$ cat src/rtl/g2u_pkg.sv
// shared types and constants of the gb2312 to utf-8 converter
`timescale 1ns / 1ps
`default_nettype none
package g2u_pkg;

  localparam int DEF_TABLE_DEPTH = 8192;

  // field widths
  localparam int IDX_W   = 13;
  localparam int CODE_W  = 16;
  localparam int BYTE_W  = 8;
  localparam int CNT_W   = 17;
  localparam int MAXL_W  = 16;
  localparam int NENT_W  = 14;
  localparam int CFG_W   = 16;
  localparam int ENTRY_W = 2 * CODE_W;

  // opcodes
  localparam logic OP_LOAD = 1'b0;
  localparam logic OP_TEXT = 1'b1;

  // register indexes
  localparam logic REG_MAX_LEN     = 1'b0;
  localparam logic REG_TABLE_ENTRIES = 1'b1;

  localparam logic [MAXL_W-1:0] MAX_LEN_RST = 16'hFFFF;

  // utf-8 packing
  localparam logic [BYTE_W-1:0] UTF8_LEAD3 = 8'hE0;
  localparam logic [BYTE_W-1:0] UTF8_CONT  = 8'h80;

  typedef enum logic [1:0] {
    ST_IDLE,
    ST_SEARCH,
    ST_EMIT
  } g2u_state_t;

  typedef struct packed {
    logic load_entry;
    logic stage_term;
    logic stage_ascii;
    logic hold_lead;
    logic start_search;
    logic search_step;
    logic stage_char;
    logic push;
  } g2u_cmd_t;

  typedef struct packed {
    logic op_text;
    logic byte_zero;
    logic byte_high;
    logic lead_held;
    logic at_limit;
    logic range_empty;
    logic key_hit;
    logic out_free;
    logic stage_last;
  } g2u_sts_t;

endpackage
`default_nettype wire

$ cat src/rtl/g2u_ctrl.sv
// controller state machine of the gb2312 to utf-8 converter
`timescale 1ns / 1ps
`default_nettype none
module g2u_ctrl
  import g2u_pkg::*;
(
  input  wire logic     clk,
  input  wire logic     rst_n,
  input  wire logic     in_valid,
  output logic          in_ready,
  input  wire g2u_sts_t sts,
  output g2u_cmd_t      cmd
);

  g2u_state_t state_r;
  g2u_state_t state_nxt;

  always_ff @(posedge clk) begin
    if (!rst_n) begin
      state_r <= ST_IDLE;
    end else begin
      state_r <= state_nxt;
    end
  end

  always_comb begin
    state_nxt = state_r;
    cmd       = '0;
    in_ready  = 1'b0;
    unique case (state_r)
      ST_IDLE: begin
        in_ready = 1'b1;
        if (in_valid) begin
          priority if (!sts.op_text) begin
            cmd.load_entry = 1'b1;
          end else if (sts.byte_zero) begin
            cmd.stage_term = 1'b1;
            state_nxt      = ST_EMIT;
          end else if (sts.lead_held) begin
            cmd.start_search = 1'b1;
            state_nxt        = ST_SEARCH;
          end else if (sts.at_limit) begin
            // byte dropped
          end else if (sts.byte_high) begin
            cmd.hold_lead = 1'b1;
          end else begin
            cmd.stage_ascii = 1'b1;
            state_nxt       = ST_EMIT;
          end
        end
      end
      ST_SEARCH: begin
        priority if (sts.range_empty) begin
          state_nxt = ST_IDLE;
        end else if (sts.key_hit) begin
          cmd.stage_char = 1'b1;
          state_nxt      = ST_EMIT;
        end else begin
          cmd.search_step = 1'b1;
        end
      end
      ST_EMIT: begin
        if (sts.out_free) begin
          cmd.push = 1'b1;
          if (sts.stage_last) begin
            state_nxt = ST_IDLE;
          end
        end
      end
      default: begin
        state_nxt = ST_IDLE;
      end
    endcase
  end

endmodule
`default_nettype wire

$ cat config.mk
export PLATFORM = sky130hd
export DESIGN_NAME = g2u_ctrl
export DESIGN_NICKNAME = d
export VERILOG_FILES = /design/src/rtl/g2u_pkg.sv /design/src/rtl/g2u_ctrl.sv
export SDC_FILE = /design/constraint.sdc
export NUM_CORES = 1
export LEC_CHECK = 0
export ABC_CLOCK_PERIOD_IN_PS = 1000
export BUFFER_PORTS_ARGS = -buffer_cell sky130_fd_sc_hd__buf_2
export CORE_AREA = 8 8 45 47
export CTS_CLUSTER_SIZE = 16
export DETAILED_ROUTE_END_ITERATION = 10
export DIE_AREA = 0 0 53 55
export GPL_TIMING_DRIVEN = 0
export RECOVER_POWER = 100
export SYNTH_ARGS = -nofsm -noshare
export SYNTH_HDL_FRONTEND = slang
export SYNTH_SLANG_ARGS = --single-unit
export TNS_END_PERCENT = 20
$ cat constraint.sdc
create_clock -name clk -period 1 [get_ports clk]
set_input_delay 0.2 -clock clk [delete_from_list [all_inputs] [get_ports clk]]
set_output_delay 0.2 -clock clk [all_outputs]
set_load 0.01 [all_outputs]
== After elaboration in Yosys (flattened, before gate mapping) ==
Cells that the tools add are included.
Widths: inputs -> output; s select.

* Bits in registers: 2
* Bits of input ports: 12
* Output and inout bits: 9
* Word-level logic and storage cells: 41

* Eq/ne operators: 9
* Mux-type cells: 29
* Reduce and logical (&&, ||, !) cells: 2

{| class="wikitable"
|+ Operators by type and width
! cell !! count
|-
| $mux 2 || 14
|-
| $mux 1 || 10
|-
| $mux 5 || 2
|-
| $ne 2x2->1 const B || 4
|-
| $ne 4x4->1 const B || 2
|-
| $reduce_and 7->1 || 1
|-
| $pmux 2 s3 || 1
|-
| $mux 4 || 1
|-
| $mux 3 || 1
|-
| $ne 3x3->1 const B || 1
|-
| $eq 2x1->1 const B || 1
|-
| $eq 2x2->1 const B || 1
|-
| $logic_not 2->1 || 1
|}

== Longest topological paths before layout ==
* Depth in word-level cells: 7
* Depth in mapped cells: 3

== Worst setup path before layout ==
No wires, ideal clock.

* Path type: reg-to-output
* Start point: reg state_r[1]
* End point: out cmd[4] (netlist name)
* Arrival: 1.140 ns
* Path slack: -0.340 ns
* Cell stages (with the launch flop): 4
* Cells stage by stage: dfxtp_1 > and4bb_2 > nand2b_1 > nor4b_1

{| class="wikitable"
|+ RTL lines
! element !! line !! source
|-
| from (decl) || g2u_ctrl.sv:15 || <nowiki>g2u_state_t state_r;</nowiki>
|-
| from (signal assigned) || g2u_ctrl.sv:22 || <nowiki>state_r <= state_nxt;</nowiki>
|-
| to (decl) || g2u_ctrl.sv:12 || <nowiki>output g2u_cmd_t cmd</nowiki>
|}

==> flow_summary.ini <==
[status]
status = finished with violations
violations = setup timing

[route]
firstDrtPassIters = 2
top_layer = met3
routed_wl_um = 760
ant_nets = 0
vias = 270
met2WireLength_um = 362
drt-wirelength-per-cell_um = 12.1
vias_per_cell = 4.29
met1_length_um = 280
drc = 0
route.met3.wl_um = 117
drtIter0Drc = 2

[sta]
tightestPinTransition_ns = 0.230
worst_slack_ns = -0.494
fin_skew_ns = 0.00354
hold_viol = 0
fin_crit_ns = 1.49
fin_setup_tns_ns = -2.91
max_freq_mhz = 669
period_share = 1.49
drv_slew = 0
setup_viol = 11
timing.slew.headroom = 0.846
rsz0062_at_grt = yes

[cts]
cts_made_buffers = 3
clock-sinks = 2
cts_tree = done
clock-root-buffer = clkbuf_4
htree_num_levels = 1
clk_pin_slew_ns = 0.03
clk_latency_ns = 0.22
clock_path_buffers = 2

[logic_synthesis]
synthesis.area_um2 = 164
syn-num-nets = 33
ys_types = 16
synth_seq_cells = 2
syn_inst = 21
synth_edf_count = 0
synth_warnings = 0
synth.avg_cell_area_um2 = 7.81
async_flop_share = 0
synth_common_cells = and4bb_2, dfxtp_1, nand2_1, nor2_1, nor4_1
yosys.area.top_type_share = 0.244
yosys-top-cells-area = dfxtp_1, and4bb_2, nor4_1
yosysSeqAreaShare = 0.244
ys_dominant_reg_cell = dfxtp_1
yosys.area.top_type = dfxtp_1

[final_layout]
reg_top3 = state_r: 2 flops
nets = 61
final_cells = 63
n_antenna_cell = 0
largest_reg_flops = 2
largest-register = state_r
drive_gt1_frac = 0.787
fillCellCount = 166
area_growth_pct = 137

[setup_path]
slowest_delay_ns = 0.33
crit_path_end_kind = primary output
worstPathRequired_ns = 0.80
cp.arrival_ns = 1.29
critPathLaunchType = flop
worstSetupPathType = flop to primary output
crit_chain = and4bb_2, nand2b_4, nor4b_4, buf_2
cpMaxStageDelayCell = and4bb_2
crit_fanout = 3

[floorplan]
rows = 14
start_util = 0.118
ios = 21
fp.dieW_um = 53
core_area_um2 = 1380
die_area_um2 = 2920
die_y_um = 55

[power_and_ir_drop]
irDropWorstVdd_uv = 208
p_leak_uw = 0.000197
powerDensity_nw_per_um2 = 922

[global_route]
overflow = 0
grt_pass1_vias = 276
grt_pass1_wl_mm = 1.16
grt_use_total = 0.0562
antenna_found_initial = 0
grt_max_degree = 6

[place]
port_buffers = 20
place_inst = 57
gp_congestion = 0.808

[flow_run]
drv_cap = 0

[worst_hold_path]
hold_path.class = input port to flop
==> area by class of cell <==
| type | instances | area [um^2] | area share |
|---|---|---|---|
| clock buffer | 3 | 22.5 | 0.0579 |
| sequential | 2 | 42.5 | 0.109 |
| tap | 16 | 20.0 | 0.0514 |
| timing repair buffer | 23 | 123 | 0.315 |
| inverter | 1 | 3.75 | 0.00965 |
| multi-input combinational | 18 | 178 | 0.457 |
==> layout by cell type, fill, tap and decap left out, drive strengths merged, types with 2 or more instances in the layout <==
cell    instances
and4bb          2
buf            23
clkbuf          3
dfxtp           2
nand2           2
nor2            2
nor4            2
==> report_power, final <==
group / internal, uW / switching, uW / total (uW)
Combinational: 50.0 / 48.6 / 98.7
Sequential: 84.2 / 1.72 / 85.9
Clock: 132 / 42.1 / 174
==> logic make-up (layout without fill, tap and decap cells) <==
group / after synthesis / count (layout) / synth area share
AOI/OAI and AO/OA: 4 / 4 / 0.160
and+or+nand+nor: 14 / 14 / 0.573
buffers and inverters: 1 / 27 / 0.0229
DFF: 2 / 2 / 0.244
==> stage by stage <==
| step | worst slack, ns | utilization | hold slack [ns] | total power [uW] | area (um^2) |
|---|---|---|---|---|---|
| floorplan | -0.201 | - | 0.318 | 118 | 185 |
| global placement | -0.345 | 0.221 | 0.419 | 162 | 305 |
| detailed placement | -0.351 | 0.221 | 0.430 | 163 | 305 |
| CTS | -0.516 | 0.261 | 0.200 | 360 | 362 |
| global route | -0.571 | 0.281 | 0.206 | 389 | 389 |
| finish | -0.494 | 0.281 | 0.207 | 359 | 389 |
==> layer usage <==
layer	track usage	vias to the layer above
li1	-	136
met2	0.0879	14
met4	0.0388	0
met5	0	-
met3	0.0428	0
met1	0.0500	120
==> worst paths after layout <==
| path | startpoint | endpoint | slack (ns) | cells past startpoint |
|---|---|---|---|---|
| worst min-delay path | rst_n | state_r[0]$_SDFFE_PN0P_ | 0.21 | 2 |
| worst min register to register | state_r[0]$_SDFFE_PN0P_ | state_r[1]$_SDFFE_PN0P_ | 0.62 | 3 |
| worst max-delay path | state_r[0]$_SDFFE_PN0P_ | cmd[4] | -0.49 | 4 |
| worst max register to register | state_r[1]$_SDFFE_PN0P_ | state_r[1]$_SDFFE_PN0P_ | -0.07 | 4 |
==> critical path: cells and delay by family (launching register included) <==
family	cells	cell delay [ns]
AND/OR/NAND/NOR	3	0.59
flip-flops	1	0.31
buffers and inverters	1	0.16
==> timing repair <==
action,CTS,global route
buffers inserted,2,1
endpoints found under the setup margin,11,11
resized for setup,6,4
endpoints found under the hold margin,0,0
hold buffers,0,0
pin swaps,3,2
(Power assumes the default switching activity.)
